## config.mk

```make
export PLATFORM = sky130hd
export DESIGN_NAME = lease_slot_reservation_table
export DESIGN_NICKNAME = d
export VERILOG_FILES = /design/src/lsrt_pkg.sv /design/src/lsrt_cell.sv /design/src/lsrt_cfg.sv /design/src/lease_slot_reservation_table.sv
export SDC_FILE = /design/constraint.sdc
export NUM_CORES = 2
export LEC_CHECK = 0
export ABC_AREA = 1
export BUFFER_PORTS_ARGS = -buffer_cell sky130_fd_sc_hd__buf_2
export CORE_ASPECT_RATIO = 2
export CORE_MARGIN = 2
export CORE_UTILIZATION = 50
export CTS_BUF_LIST = sky130_fd_sc_hd__clkbuf_4 sky130_fd_sc_hd__clkbuf_8 sky130_fd_sc_hd__clkbuf_16
export DETAILED_ROUTE_END_ITERATION = 8
export PLACE_DENSITY = 0.79
export SLEW_MARGIN = 20
export SYNTH_ARGS = -nofsm -noshare
export SYNTH_HDL_FRONTEND = slang
export SYNTH_SLANG_ARGS = --single-unit
```

## constraint.sdc

```tcl
create_clock -name clk -period 9.93 [get_ports clk]
set_clock_uncertainty 0.2 [all_clocks]
set_input_delay 2.4825 -clock clk [delete_from_list [all_inputs] [get_ports clk]]
set_output_delay 2.4825 -clock clk [all_outputs]
set_load 0.01 [all_outputs]
```

## src/lsrt_pkg.sv

```systemverilog
// Shared types, constants and helpers for the lease slot reservation table.
package lsrt_pkg;

  localparam int SLOTS     = 16;
  localparam int SLOT_BITS = 4;
  localparam int PTR_BITS  = 5;
  localparam int TIME_BITS = 32;
  localparam int TAG_BITS  = 8;
  localparam int CNT_BITS  = 5;
  localparam int ADDR_BITS = 4;
  localparam int DATA_BITS = 32;

  localparam logic [CNT_BITS-1:0] ACT_MAX = '1;

  typedef enum logic [2:0] {
    F_RESERVE        = 3'd0,
    F_CLAIM          = 3'd1,
    F_COMMIT         = 3'd2,
    F_RELEASE        = 3'd3,
    F_RELEASE_ACTIVE = 3'd4,
    F_EXPIRE         = 3'd5,
    F_QUERY          = 3'd6,
    F_LIST           = 3'd7
  } func_t;

  typedef enum logic [1:0] {
    E_FREE    = 2'd0,
    E_PENDING = 2'd1,
    E_CLAIMED = 2'd2
  } ent_t;

  typedef enum logic [1:0] {
    S_IDLE,
    S_EXPIRE,
    S_EXEC,
    S_LIST
  } fsm_t;

  typedef enum logic [1:0] {
    R_MAX_PLAYERS = 2'd0,
    R_PENDING_LIFE = 2'd1,
    R_CLAIMED_LIFE = 2'd2
  } reg_idx_t;

  typedef struct packed {
    logic [CNT_BITS-1:0]  max_players;
    logic [TIME_BITS-1:0] pending_life;
    logic [TIME_BITS-1:0] claimed_life;
  } cfg_t;

  // Broadcast from the sequencer to every cell.
  typedef struct packed {
    logic                 expire_en;
    logic                 reserve_en;
    logic                 claim_en;
    logic                 commit_en;
    logic                 release_en;
    logic [TIME_BITS-1:0] now;
    logic [TIME_BITS-1:0] pend_end;
    logic [TIME_BITS-1:0] claim_end;
    logic [SLOT_BITS-1:0] tok_slot;
    logic [TAG_BITS-1:0]  tok_tag;
    logic [PTR_BITS-1:0]  list_ptr;
  } cell_cmd_t;

  // Handed from each cell to the next higher slot.
  typedef struct packed {
    logic                 free_found;
    logic [SLOT_BITS-1:0] res_slot;
    logic [TAG_BITS-1:0]  res_tag;
    logic                 tok_pending;
    logic                 tok_claimed;
    logic                 tok_occ;
    logic [1:0]           list_cnt;
    logic [SLOT_BITS-1:0] list_slot;
    logic [TAG_BITS-1:0]  list_tag;
  } cell_link_t;

  // Lease end: zero lifetime counts as one tick, and the sum saturates.
  function automatic logic [TIME_BITS-1:0] lease_end(input logic [TIME_BITS-1:0] now,
                                                     input logic [TIME_BITS-1:0] life);
    logic [TIME_BITS-1:0] life1;
    logic [TIME_BITS:0]   sum;
    life1 = (life == '0) ? TIME_BITS'(1) : life;
    sum   = {1'b0, now} + {1'b0, life1};
    return sum[TIME_BITS] ? '1 : sum[TIME_BITS-1:0];
  endfunction

endpackage

```

## src/lsrt_cell.sv

```systemverilog
// One table slot: state, lease expiry and generation tag, chained to its neighbor.
module lsrt_cell (
  input  logic                            clk,
  input  logic                            rst,
  input  logic [lsrt_pkg::SLOT_BITS-1:0]  idx,
  input  lsrt_pkg::cell_cmd_t             cmd,
  input  lsrt_pkg::cell_link_t            link_in,
  output lsrt_pkg::cell_link_t            link_out,
  output logic                            occ
);

  lsrt_pkg::ent_t                       st;
  lsrt_pkg::ent_t                       st_next;
  logic [lsrt_pkg::TIME_BITS-1:0]       expiry;
  logic [lsrt_pkg::TIME_BITS-1:0]       expiry_next;
  logic [lsrt_pkg::TAG_BITS-1:0]        tag;
  logic [lsrt_pkg::TAG_BITS-1:0]        tag_next;
  logic                                 free;
  logic                                 match;
  logic                                 take;
  logic                                 eligible;

  assign free     = (st == lsrt_pkg::E_FREE);
  assign match    = (cmd.tok_slot == idx) && !free && (tag == cmd.tok_tag);
  assign take     = cmd.reserve_en && free && !link_in.free_found;
  assign eligible = (st == lsrt_pkg::E_CLAIMED) && ({1'b0, idx} >= cmd.list_ptr);
  assign occ      = !free;

  // Chain outputs: lowest free slot, token checks, and the list scan.
  always_comb begin
    link_out            = link_in;
    link_out.free_found = link_in.free_found | free;
    if (!link_in.free_found && free) begin
      link_out.res_slot = idx;
      link_out.res_tag  = tag + 1'b1;
    end
    link_out.tok_pending = link_in.tok_pending | (match && st == lsrt_pkg::E_PENDING);
    link_out.tok_claimed = link_in.tok_claimed | (match && st == lsrt_pkg::E_CLAIMED);
    link_out.tok_occ     = link_in.tok_occ | match;
    if (eligible) begin
      if (link_in.list_cnt == 2'd0) begin
        link_out.list_slot = idx;
        link_out.list_tag  = tag;
      end
      link_out.list_cnt = (link_in.list_cnt == 2'd2) ? 2'd2 : link_in.list_cnt + 2'd1;
    end
  end

  always_comb begin
    st_next     = st;
    expiry_next = expiry;
    tag_next    = tag;
    priority if (cmd.expire_en && !free && expiry <= cmd.now) begin
      st_next = lsrt_pkg::E_FREE;
    end else if (take) begin
      st_next     = lsrt_pkg::E_PENDING;
      tag_next    = tag + 1'b1;
      expiry_next = cmd.pend_end;
    end else if (cmd.claim_en && match && st == lsrt_pkg::E_PENDING) begin
      st_next     = lsrt_pkg::E_CLAIMED;
      expiry_next = cmd.claim_end;
    end else if (cmd.commit_en && match && st == lsrt_pkg::E_CLAIMED) begin
      st_next = lsrt_pkg::E_FREE;
    end else if (cmd.release_en && match) begin
      st_next = lsrt_pkg::E_FREE;
    end else begin
      st_next = st;
    end
  end

  always_ff @(posedge clk) begin
    if (rst) begin
      st  <= lsrt_pkg::E_FREE;
      tag <= '0;
    end else begin
      st  <= st_next;
      tag <= tag_next;
    end
  end

  always_ff @(posedge clk) begin
    expiry <= expiry_next;
  end

endmodule

```

## src/lsrt_cfg.sv

```systemverilog
// Register file for the table's configuration, written over the APB-style port.
module lsrt_cfg (
  input  logic                            clk,
  input  logic                            rst,
  input  logic                            psel,
  input  logic                            penable,
  input  logic                            pwrite,
  input  logic [lsrt_pkg::ADDR_BITS-1:0]  paddr,
  input  logic [lsrt_pkg::DATA_BITS-1:0]  pwdata,
  output logic [lsrt_pkg::DATA_BITS-1:0]  prdata,
  output logic                            pready,
  output lsrt_pkg::cfg_t                  cfg
);

  lsrt_pkg::reg_idx_t ridx;
  logic               wr;

  assign ridx   = lsrt_pkg::reg_idx_t'(paddr[lsrt_pkg::ADDR_BITS-1:2]);
  assign pready = 1'b1;
  assign wr     = psel && penable && pwrite;

  always_ff @(posedge clk) begin
    if (rst) begin
      cfg.max_players  <= lsrt_pkg::CNT_BITS'(16);
      cfg.pending_life <= lsrt_pkg::TIME_BITS'(1000);
      cfg.claimed_life <= lsrt_pkg::TIME_BITS'(1000);
    end else if (wr) begin
      unique case (ridx)
        lsrt_pkg::R_MAX_PLAYERS:  cfg.max_players  <= pwdata[lsrt_pkg::CNT_BITS-1:0];
        lsrt_pkg::R_PENDING_LIFE: cfg.pending_life <= pwdata[lsrt_pkg::TIME_BITS-1:0];
        lsrt_pkg::R_CLAIMED_LIFE: cfg.claimed_life <= pwdata[lsrt_pkg::TIME_BITS-1:0];
        default: ;
      endcase
    end
  end

  always_comb begin
    unique case (ridx)
      lsrt_pkg::R_MAX_PLAYERS:
        prdata = lsrt_pkg::DATA_BITS'(cfg.max_players);
      lsrt_pkg::R_PENDING_LIFE: prdata = cfg.pending_life;
      lsrt_pkg::R_CLAIMED_LIFE: prdata = cfg.claimed_life;
      default:                  prdata = '0;
    endcase
  end

endmodule

```

## src/lease_slot_reservation_table.sv

```systemverilog
// Top level of the lease slot reservation table: sequencer, cell chain and result register.
//
//  Channel   Direction  Handshake              Payload
//  req       in         req_valid / req_stall  func, now_tick, token_slot, token_tag
//  rsp       out        rsp_valid / rsp_stall  ok, out_slot, out_tag, active_total,
//                                              reserved_total, last
//  cfg       in         psel/penable/pready    paddr, pwdata, pwrite, prdata
//
// A single-result request passes through the accepting step, an expiry step in which every
// cell checks its lease against now_tick for reserve, claim, expire and query requests, and
// an execute step in which the chain finds the lowest free slot and checks the token.
// A list_claimed request instead takes a list step per result, with at least one result.
// Reset is synchronous: slots free, tags and active count zero, registers at defaults.
// A stalled result holds the execute or list step until the output register drains.
module lease_slot_reservation_table (
  input  logic                            clk,
  input  logic                            rst,
  // request channel
  input  logic                            req_valid,
  output logic                            req_stall,
  input  logic [2:0]                      func,
  input  logic [lsrt_pkg::TIME_BITS-1:0]  now_tick,
  input  logic [lsrt_pkg::SLOT_BITS-1:0]  token_slot,
  input  logic [lsrt_pkg::TAG_BITS-1:0]   token_tag,
  // result channel
  output logic                            rsp_valid,
  input  logic                            rsp_stall,
  output logic                            ok,
  output logic [lsrt_pkg::SLOT_BITS-1:0]  out_slot,
  output logic [lsrt_pkg::TAG_BITS-1:0]   out_tag,
  output logic [lsrt_pkg::CNT_BITS-1:0]   active_total,
  output logic [lsrt_pkg::CNT_BITS-1:0]   reserved_total,
  output logic                            last,
  // configuration port
  input  logic                            psel,
  input  logic                            penable,
  input  logic                            pwrite,
  input  logic [lsrt_pkg::ADDR_BITS-1:0]  paddr,
  input  logic [lsrt_pkg::DATA_BITS-1:0]  pwdata,
  output logic [lsrt_pkg::DATA_BITS-1:0]  prdata,
  output logic                            pready
);

  lsrt_pkg::cfg_t                    cfg;
  lsrt_pkg::fsm_t                    state;
  lsrt_pkg::fsm_t                    state_next;
  lsrt_pkg::func_t                   func_q;
  logic [lsrt_pkg::TIME_BITS-1:0]    now_q;
  logic [lsrt_pkg::SLOT_BITS-1:0]    slot_q;
  logic [lsrt_pkg::TAG_BITS-1:0]     tag_q;
  logic [lsrt_pkg::PTR_BITS-1:0]     list_ptr;
  logic [lsrt_pkg::PTR_BITS-1:0]     list_ptr_next;
  logic [lsrt_pkg::CNT_BITS-1:0]     active_count;
  logic [lsrt_pkg::CNT_BITS-1:0]     active_next;

  lsrt_pkg::cell_cmd_t               cmd;
  lsrt_pkg::cell_link_t              links [lsrt_pkg::SLOTS+1];
  lsrt_pkg::cell_link_t              tail;
  logic [lsrt_pkg::SLOTS-1:0]        occ_vec;
  logic [lsrt_pkg::CNT_BITS-1:0]     occ_cnt;
  logic [lsrt_pkg::CNT_BITS-1:0]     cap;
  logic                              cap_ok;
  logic                              out_free;
  logic                              do_exec;
  logic                              accept;
  logic                              expiring_op;

  logic                              load;
  logic                              ok_next;
  logic [lsrt_pkg::SLOT_BITS-1:0]    slot_next;
  logic [lsrt_pkg::TAG_BITS-1:0]     tag_next;
  logic [lsrt_pkg::CNT_BITS-1:0]     res_next;
  logic                              last_next;

  lsrt_cfg u_cfg (
    .clk     (clk),
    .rst     (rst),
    .psel    (psel),
    .penable (penable),
    .pwrite  (pwrite),
    .paddr   (paddr),
    .pwdata  (pwdata),
    .prdata  (prdata),
    .pready  (pready),
    .cfg     (cfg)
  );

  assign req_stall = (state != lsrt_pkg::S_IDLE);
  assign accept    = req_valid && !req_stall;
  assign out_free  = !rsp_valid || !rsp_stall;
  assign do_exec   = (state == lsrt_pkg::S_EXEC) && out_free;

  // Reserve, claim, expire and count queries free stale leases first.
  assign expiring_op = (func_q == lsrt_pkg::F_RESERVE) || (func_q == lsrt_pkg::F_CLAIM) ||
                       (func_q == lsrt_pkg::F_EXPIRE)  || (func_q == lsrt_pkg::F_QUERY);

  always_comb begin
    cmd            = '0;
    cmd.expire_en  = (state == lsrt_pkg::S_EXPIRE) && expiring_op;
    cmd.reserve_en = do_exec && (func_q == lsrt_pkg::F_RESERVE) && cap_ok;
    cmd.claim_en   = do_exec && (func_q == lsrt_pkg::F_CLAIM);
    cmd.commit_en  = do_exec && (func_q == lsrt_pkg::F_COMMIT);
    cmd.release_en = do_exec && (func_q == lsrt_pkg::F_RELEASE);
    cmd.now        = now_q;
    cmd.pend_end   = lsrt_pkg::lease_end(now_q, cfg.pending_life);
    cmd.claim_end  = lsrt_pkg::lease_end(now_q, cfg.claimed_life);
    cmd.tok_slot   = slot_q;
    cmd.tok_tag    = tag_q;
    cmd.list_ptr   = list_ptr;
  end

  // The chain runs from slot zero upward; the head sees nothing found yet.
  assign links[0] = '0;

  for (genvar i = 0; i < lsrt_pkg::SLOTS; i++) begin : g_cell
    lsrt_cell u_cell (
      .clk      (clk),
      .rst      (rst),
      .idx      (lsrt_pkg::SLOT_BITS'(i)),
      .cmd      (cmd),
      .link_in  (links[i]),
      .link_out (links[i+1]),
      .occ      (occ_vec[i])
    );
  end

  assign tail    = links[lsrt_pkg::SLOTS];
  assign occ_cnt = lsrt_pkg::CNT_BITS'($countones(occ_vec));

  // A capacity of zero behaves as a capacity of one.
  assign cap    = (cfg.max_players == '0) ? lsrt_pkg::CNT_BITS'(1) : cfg.max_players;
  assign cap_ok = ({1'b0, active_count} + {1'b0, occ_cnt}) < {1'b0, cap};

  always_comb begin
    state_next    = state;
    load          = 1'b0;
    ok_next       = 1'b0;
    slot_next     = '0;
    tag_next      = '0;
    res_next      = occ_cnt;
    last_next     = 1'b1;
    active_next   = active_count;
    list_ptr_next = list_ptr;
    unique case (state)
      lsrt_pkg::S_IDLE: begin
        if (req_valid) begin
          state_next = lsrt_pkg::S_EXPIRE;
        end
      end
      lsrt_pkg::S_EXPIRE: begin
        state_next = (func_q == lsrt_pkg::F_LIST) ? lsrt_pkg::S_LIST : lsrt_pkg::S_EXEC;
      end
      lsrt_pkg::S_EXEC: begin
        if (out_free) begin
          load       = 1'b1;
          state_next = lsrt_pkg::S_IDLE;
          unique case (func_q)
            lsrt_pkg::F_RESERVE: begin
              if (cap_ok && tail.free_found) begin
                ok_next   = 1'b1;
                slot_next = tail.res_slot;
                tag_next  = tail.res_tag;
                res_next  = occ_cnt + 1'b1;
              end
            end
            lsrt_pkg::F_CLAIM: begin
              ok_next = tail.tok_pending;
            end
            lsrt_pkg::F_COMMIT: begin
              if (tail.tok_claimed) begin
                ok_next  = 1'b1;
                res_next = occ_cnt - 1'b1;
                if (active_count != lsrt_pkg::ACT_MAX) begin
                  active_next = active_count + 1'b1;
                end
              end
            end
            lsrt_pkg::F_RELEASE: begin
              if (tail.tok_occ) begin
                ok_next  = 1'b1;
                res_next = occ_cnt - 1'b1;
              end
            end
            lsrt_pkg::F_RELEASE_ACTIVE: begin
              if (active_count != '0) begin
                ok_next     = 1'b1;
                active_next = active_count - 1'b1;
              end
            end
            lsrt_pkg::F_EXPIRE, lsrt_pkg::F_QUERY: begin
              ok_next = 1'b1;
            end
            lsrt_pkg::F_LIST: begin
              ok_next = 1'b0;
            end
          endcase
        end
      end
      lsrt_pkg::S_LIST: begin
        if (out_free) begin
          load = 1'b1;
          if (tail.list_cnt == 2'd0) begin
            // Nothing claimed: one empty result closes the run.
            state_next = lsrt_pkg::S_IDLE;
          end else begin
            ok_next       = 1'b1;
            slot_next     = tail.list_slot;
            tag_next      = tail.list_tag;
            last_next     = (tail.list_cnt == 2'd1);
            list_ptr_next = {1'b0, tail.list_slot} + 1'b1;
            if (tail.list_cnt == 2'd1) begin
              state_next = lsrt_pkg::S_IDLE;
            end
          end
        end
      end
    endcase
  end

  always_ff @(posedge clk) begin
    if (rst) begin
      state        <= lsrt_pkg::S_IDLE;
      active_count <= '0;
      rsp_valid    <= 1'b0;
    end else begin
      state        <= state_next;
      active_count <= active_next;
      if (load) begin
        rsp_valid <= 1'b1;
      end else if (!rsp_stall) begin
        rsp_valid <= 1'b0;
      end
    end
  end

  always_ff @(posedge clk) begin
    if (accept) begin
      func_q   <= lsrt_pkg::func_t'(func);
      now_q    <= now_tick;
      slot_q   <= token_slot;
      tag_q    <= token_tag;
      list_ptr <= '0;
    end else begin
      list_ptr <= list_ptr_next;
    end
    if (load) begin
      ok             <= ok_next;
      out_slot       <= slot_next;
      out_tag        <= tag_next;
      active_total   <= active_next;
      reserved_total <= res_next;
      last           <= last_next;
    end
  end

  a_accept_starts_expiry: assert property (@(posedge clk) disable iff (rst)
    accept |=> state == lsrt_pkg::S_EXPIRE)
    else $error("accepted item did not enter the expiry step");

  a_list_state_func: assert property (@(posedge clk) disable iff (rst)
    state == lsrt_pkg::S_LIST |-> func_q == lsrt_pkg::F_LIST)
    else $error("list scan running for a non-list request");

  a_reserve_counts: assert property (@(posedge clk) disable iff (rst)
    (do_exec && func_q == lsrt_pkg::F_RESERVE && cap_ok && tail.free_found)
      |=> rsp_valid && ok && reserved_total != '0)
    else $error("granted reserve reported no occupied slot");

  a_commit_active: assert property (@(posedge clk) disable iff (rst)
    (do_exec && func_q == lsrt_pkg::F_COMMIT && tail.tok_claimed &&
     active_count != lsrt_pkg::ACT_MAX)
      |=> active_total == $past(active_count) + 1'b1)
    else $error("commit did not raise the active count");

  a_list_last_idle: assert property (@(posedge clk) disable iff (rst)
    (state == lsrt_pkg::S_LIST && out_free && tail.list_cnt != 2'd2)
      |=> state == lsrt_pkg::S_IDLE && rsp_valid && last)
    else $error("final list transfer did not end the run");

endmodule

```

Word level (Yosys, flattened, before mapping)
Cells that the tools add are included.
{ "word_totals": {"romBits": 0, "regBits": 825, "memories": 0, "out_inout_bits": 59, "wordCells": 999, "latchBits": 0, "ramBits": 0} }
{ "classes": {"multipliers": 0, "eq_ne": 97, "div_mod_pow": 0, "shifts": 0, "n_addsub": 54, "reduce_logical": 447, "n_bitwise": 79, "order_cmp": 33, "n_mux": 208} }
{ "ops": {"columns": ["operator", "count"], "rows": [
  ["32-bit 2-to-1 mux", 36],
  ["32-bit less-or-equal comparator", 16],
  ["12-bit 2-to-1 mux", 23],
  ["1-bit logical AND", 249],
  ["14-bit 2-to-1 mux", 15],
  ["2-bit 2-to-1 mux", 68],
  ["8-bit by 1-bit adder with 8-bit output, second input constant", 16],
  ["8-bit equality test", 16],
  ["32-bit case mux with 3 select lines", 1],
  ["2-bit AND reduction", 35],
  ["2-bit zero test", 34],
  ["32-bit by 32-bit adder with 33-bit output", 2],
  ["2-bit equality test, second input constant", 33],
  ["32-bit zero test", 2],
  ["4-bit nonzero test", 16],
  ["1-bit bitwise OR", 60],
  ["5-bit 2-to-1 mux", 11],
  ["3-bit OR reduction", 17],
  ["8-bit 2-to-1 mux", 6],
  ["3-bit nonzero test", 16],
  ["11-bit 2-to-1 mux", 4],
  ["4-bit by 5-bit greater-or-equal comparator with 1-bit output, first input constant", 8],
  ["2-bit by 1-bit equality test with 1-bit output, second input constant", 19],
  ["2-bit OR reduction", 18],
  ["other kinds (48)", 197]
]} }

Logic depth before layout (Yosys ltp)
{ "logic_depth": {"word_depth": 53, "ltp_mapped": 62, "depth_no_buf": 60} }

Modules after synthesis
From an unflattened synthesis, not the netlist that was laid out.
{ "unflattened": {"cells_unflattened": 9692, "area_unflattened_um2": 67772.5} }
{ "modules_own_cells": {"columns": ["module", "instances", "cells_per_inst", "seq_area_each_um2", "area_each_um2"], "rows": [
  ["lsrt_cell (g_cell[0].u_cell ...)", 14, 496, 1161.1, 3477.1],
  ["lease_slot_reservation_table", 1, 1242, 2392.3, 8947.3],
  ["lsrt_cell (g_cell[11].u_cell)", 1, 497, 1161.1, 3498.4],
  ["lsrt_cell (g_cell[9].u_cell)", 1, 498, 1161.1, 3453.3],
  ["lsrt_cfg", 1, 511, 1381.3, 3194.3]
]} }

Worst setup path after synthesis
No wires, ideal clock.
{ "synth_timing": {"path_type": "register to register", "startpoint": "register list_ptr[3] (netlist bit)", "endpoint": "register out_tag[0] (netlist bit), data pin", "path_stages_with_launch": 58, "synth_period_minus_slack_ps": 9847, "required_time_ps": 9466, "path_slack_ps": 83, "setup_ps": 264, "arrival_time_ps": 9383, "cell_sequence": "dfxtp_1 -> inv_1 -> nand2_4 -> nor2_4 -> nand3_1 -> inv_1 -> ha_1 -> nand2_1 -> nand2_1 -> inv_1 -> ha_1 -> or2_4 -> nand2_1 -> ha_1 -> nand2_1 -> nand2_1 -> inv_1 -> ha_1 -> [22 not listed] -> or2_2 -> nand2_2 -> ha_1 -> or2_2 -> nand2_2 -> ha_1 -> or2_2 -> nand2_2 -> ha_1 -> or2_2 -> nand2_1 -> ha_1 -> nand2_1 -> inv_1 -> clkbuf_1 -> nand2_1 -> nand3_1 -> o21ai_0"} }
{ "synth_via": {"elab_chain_cells": 52, "word_cells_on_any_way": 127, "classes_between": "add/sub (15); order compare (16); eq/ne (15); mux (49); reduce/logical (32)"} }
{ "synth_lines": {"columns": ["item", "line_no", "source"], "rows": [
  ["start: declaration", "lease_slot_reservation_table.sv:51", "logic [lsrt_pkg::PTR_BITS-1:0] list_ptr;"],
  ["start signal: assignment", "lease_slot_reservation_table.sv:244", "list_ptr <= list_ptr_next;"],
  ["1-bit by 5-bit greater-or-equal comparator with 1-bit output", "lsrt_cell.sv:26", "assign eligible = (st == lsrt_pkg::E_CLAIMED) && ({1'b0, idx} >= cmd.list_ptr);"],
  ["1-bit logical AND", "lsrt_cell.sv:26", null],
  ["13-bit 2-to-1 mux", "lsrt_cell.sv:40", "if (eligible) begin"],
  ["1-bit by 1-bit adder with 2-bit output or 1-bit by 2-bit equality test with 1-bit output (tied branches)", "lsrt_cell.sv:45", "link_out.list_cnt = (link_in.list_cnt == 2'd2) ? 2'd2 : link_in.list_cnt + 2'd1;"],
  ["2-bit 2-to-1 mux", "lsrt_cell.sv:45", null],
  ["14-bit 2-to-1 mux", "lsrt_cell.sv:40", null],
  ["2-bit by 1-bit adder with 2-bit output or 2-bit equality test (tied branches)", "lsrt_cell.sv:45", null],
  ["2-bit 2-to-1 mux", "lsrt_cell.sv:45", null],
  ["[37 not listed]", null, null],
  ["2-bit by 1-bit adder with 2-bit output or 2-bit equality test (tied branches)", "lsrt_cell.sv:45", null],
  ["2-bit 2-to-1 mux", "lsrt_cell.sv:45", null],
  ["14-bit 2-to-1 mux *", "lsrt_cell.sv:40", null],
  ["2-bit zero test", "lease_slot_reservation_table.sv:202", "if (tail.list_cnt == 2'd0) begin"],
  ["8-bit 2-to-1 mux *", "lease_slot_reservation_table.sv:202", null],
  ["8-bit 2-to-1 mux *", "lease_slot_reservation_table.sv:200", "if (out_free) begin"],
  ["8-bit case mux with 2 select lines *", "lease_slot_reservation_table.sv:144", "unique case (state)"],
  ["named net tag_next, one bit", "lease_slot_reservation_table.sv:71", "logic [lsrt_pkg::TAG_BITS-1:0] tag_next;"],
  ["end signal: assignment", "lease_slot_reservation_table.sv:249", "out_tag <= tag_next;"],
  ["end: declaration", "lease_slot_reservation_table.sv:30", "output logic [lsrt_pkg::TAG_BITS-1:0] out_tag,"]
]} }
The timed path passes the listed nets; every way through them passes the cells marked *.
A chain may end at the register's enable or synchronous reset.

Final worst setup path
{ "layout_timing": {"startpoint": "register list_ptr[3] (netlist bit)", "endpoint": "register out_slot[3] (netlist bit), data pin"} }
{ "layout_via": {"elab_chain_cells": 52, "word_cells_on_any_way": 127, "classes_between": "add/sub (15); order compare (16); eq/ne (15); mux (49); reduce/logical (32)"} }
{ "layout_lines": {"columns": ["item", "line_no", "source"], "rows": [
  ["1-bit by 5-bit greater-or-equal comparator with 1-bit output", "lsrt_cell.sv:26", null],
  ["1-bit logical AND", "lsrt_cell.sv:26", null],
  ["13-bit 2-to-1 mux", "lsrt_cell.sv:40", null],
  ["1-bit by 1-bit adder with 2-bit output or 1-bit by 2-bit equality test with 1-bit output (tied branches)", "lsrt_cell.sv:45", null],
  ["2-bit 2-to-1 mux", "lsrt_cell.sv:45", null],
  ["14-bit 2-to-1 mux", "lsrt_cell.sv:40", null],
  ["2-bit by 1-bit adder with 2-bit output or 2-bit equality test (tied branches)", "lsrt_cell.sv:45", null],
  ["2-bit 2-to-1 mux", "lsrt_cell.sv:45", null],
  ["[37 not listed]", null, null],
  ["2-bit by 1-bit adder with 2-bit output or 2-bit equality test (tied branches)", "lsrt_cell.sv:45", null],
  ["2-bit 2-to-1 mux", "lsrt_cell.sv:45", null],
  ["14-bit 2-to-1 mux *", "lsrt_cell.sv:40", null],
  ["2-bit zero test", "lease_slot_reservation_table.sv:202", null],
  ["4-bit 2-to-1 mux *", "lease_slot_reservation_table.sv:202", null],
  ["4-bit 2-to-1 mux *", "lease_slot_reservation_table.sv:200", null],
  ["4-bit case mux with 2 select lines *", "lease_slot_reservation_table.sv:144", null],
  ["named net slot_next, one bit", "lease_slot_reservation_table.sv:70", "logic [lsrt_pkg::SLOT_BITS-1:0] slot_next;"],
  ["end signal: assignment", "lease_slot_reservation_table.sv:248", "out_slot <= slot_next;"],
  ["end: declaration", "lease_slot_reservation_table.sv:29", "output logic [lsrt_pkg::SLOT_BITS-1:0] out_slot,"]
]} }
Marks and branches as above.

==> results.toml <==
[pwr]
p_leak_nw = 25.14
power_frac_seq = 0.443
internal_power_mw = 5.985
combPwrFrac = 0.201
ir_drop_mv = 0.1802
power_density_nw_per_um2 = 141.3
pwr-share-clk = 0.356
swShare = 0.3151
power.switching_mw = 2.754

[final_layout]
drive_gt1_frac = 0.09663
multi_input_area_um2 = 30670
fin_util = 0.5515
mostFrequentLayoutCells = "nand2_1 (1,585), o21ai_0 (743), ha_1 (630), edfxtp_1 (583), inv_1 (556)"
register_area_um2 = 22360
stdcell_count = 8507
area_growth_pct = 9.804
layout.nets = 7678
final_common_cell = "nand2_1"
fillers = 10050

[clock_network]
clkTransAtPathRegs_ns = 0.07
insertion_delay_ns = 0.71
cts-buffers-inserted = 76
clock-sinks = 825
htree_levels = 3
root_buffer = "clkbuf_16"
tritoncts = "yes"
clockBufferDepth = 3

[worst_setup_path]
worstPathRequired_ns = 10.13
cp-start-kind = "flip-flop"
max_stage_delay_ns = 0.34
slowest_stage = "dfxtp_2"
critPathKind = "flip-flop to flip-flop"
cp-end-kind = "flip-flop"
cp_data_arrival_time_ns = 9.68
cpMostUsedCell = "ha_1"
cp_max_fo = 5

[detailed_routing]
first_iter_violations = 4488
dr.pass1.iters = 6
vias = 52380
wire_per_inst_um = 24.60
drc_errors = 0
wl_um = 209300
vias_per_cell = 6.158
antenna_left = 0

[global_route]
grt_max_degree = 99
grt_usage = 0.3600
antenna_found_initial = 7
grt_pass1_vias = 52620
grt_pass1_wl_um = 306000
gr-total-overflow = 0

[floorplanning]
fp.dieH_um = 478.6
rows = 174
ioPinCount = 149
die_area_um2 = 115500
die_w_um = 241.3
core-area_um2 = 112100
start_util = 0.5022

[timing]
fin_crit_sh = 0.9546
worst_pin_slew_ns = 1.298
final-hold-violation-count = 0
hold_ws_ns = 0.2913
relSlewSlack = 0.1336
grt_setup_unrepaired = "false"
finalMaxSlewViolations = 0
final.setup.worst_slack_ns = 0.4505
max_freq_ghz = 0.1055
min_period_ns = 9.479
setup_viol = 0

[synth]
synth_cells = 6883
synth_seq_cells = 825
avgSynthCellArea_um2 = 8.181
ys_seq_area_frac = 0.3969
ys.flop_type = "edfxtp_1"
yosys-top-cells-area = "edfxtp_1 (31%), ha_1 (14%), nand2_1 (11%)"
synth_area_um2 = 56310
synthDistinctLibCells = 79
synth_nets = 7616
synth_top_area_frac = 0.3109
yosys.area.top_type = "edfxtp_1"
async_flop_share = 0
synth_edf_count = 583
yosys_warnings = 0

[placement]
hpwl_um = 158900
place.gp.congestion = 1.035
place_inst = 8357
io_buffers = 145
dpl_worst_slack_ns = -0.004627

[outcome]
outcome = "completed"

[min_path]
hold_class = "flip-flop to flip-flop"

[flow_run]
maxCapViolCount = 0
[power by group through the flow]
stage          clock network (mW)  logic [mW]  registers, mW
5_1_grt                      3.21        1.88           3.87
4_1_cts                      3.10        1.70           3.87
6_report                     3.11        1.76           3.87
2_1_floorplan                   0        1.01           3.93
3_5_place_dp                    0        1.69           3.95
3_3_place_gp                    0        1.62           3.95
[routing by layer]
metal / vias up / global-route usage / part of all wire
li1: 24040 / - / -
met1: 24220 / 0.3091 / 0.29
met2: 2729 / 0.6423 / 0.50
met3: 1388 / 0.07098 / 0.067
met4: 8 / 0.4099 / 0.14
met5: - / 0 / 0.00025
[area by class of cell]
cell class	count	share of cell area
Sequential cell	825	0.3616
Clock buffer	101	0.03562
Multi-Input combinational cell	5127	0.4961
Tap cell	1496	0.03027
Inverter	577	0.03507
Timing Repair Buffer	338	0.03582
Antenna cell	5	0.0002024
Clock inverter	38	0.005403
[final timing paths]
kind | start | end | slack, ns | cells after the start
setup / recovery | list_ptr[3] | out_slot[3] | 0.45 | 54
hold reg to reg | g_cell[13].u_cell.st[1] | g_cell[13].u_cell.st[1] | 0.29 | 2
setup reg to reg | list_ptr[3] | out_slot[3] | 0.45 | 54
hold / removal | g_cell[13].u_cell.st[1] | g_cell[13].u_cell.st[1] | 0.29 | 2
[cells by family (layout without fill, tap and decap cells)]
logic type | after synthesis | in the layout | share of synthesized area
compound gates | 1661 | 1661 | 0.1658
xor+xnor | 176 | 176 | 0.02738
fa+ha+maj | 643 | 643 | 0.1446
buf+inv | 931 | 1054 | 0.06413
flops | 825 | 825 | 0.3969
other cells | 1 | 6 | 0.00006660
simple gates | 2646 | 2646 | 0.2010
[critical path, delay by kind of cell (launching register included)]
kind | cells | cell delay [ns]
simple gates | 32 | 4.72
fa+ha+maj | 14 | 3.20
buf+inv | 6 | 0.39
flops | 1 | 0.34
compound gates | 2 | 0.33
[per-stage QoR]
step	TNS, ns	area [µm²]	total power, mW
6_report	0	61830	8.740
5_1_grt	0	61820	8.973
4_1_cts	0	61650	8.671
3_5_place_dp	-0.004627	59110	5.633
3_3_place_gp	0	59100	5.564
2_1_floorplan	0	56310	4.940
[flip-flops by register name, indices dropped and copies added (netlist names)]
register	cells
g_cell.u_cell.st	32
g_cell.u_cell.tag	128
active_total	5
slot_q	4
ok	1
now_q	32
tag_q	8
func_q	3
out_slot	4
g_cell.u_cell.expiry	512
reserved_total	5
state	2
rsp_valid	1
u_cfg.cfg	69
active_count	5
list_ptr	5
last	1
out_tag	8
[cell usage after synthesis, drive strengths merged, types with 11 or more instances]
| master | count |
|---|---|
| clkbuf | 285 |
| xor2 | 128 |
| a21boi | 11 |
| fa | 13 |
| xnor2 | 48 |
| o221ai | 29 |
| o22ai | 64 |
| buf | 69 |
| o31ai | 17 |
| nor2 | 420 |
| nand3 | 327 |
| o21bai | 13 |
| o2111ai | 13 |
| or2 | 54 |
| a221oi | 13 |
| o211ai | 46 |
| nand2 | 1609 |
| dfxtp | 242 |
| ha | 630 |
| edfxtp | 583 |
| a21oi | 530 |
| nand4 | 86 |
| nor4 | 51 |
| a211oi | 74 |
| inv | 571 |
| o21ai | 767 |
| a31oi | 28 |
| nor3 | 72 |
[timing repair]
item / CTS / global route
hold buffers: 0 / 0
setup buffers: 0 / 2
setup endpoints to repair: 1 / 20
pin swaps: 0 / 4
resized for setup: 1 / 27
Note: power is estimated with default switching activity, not from simulation.
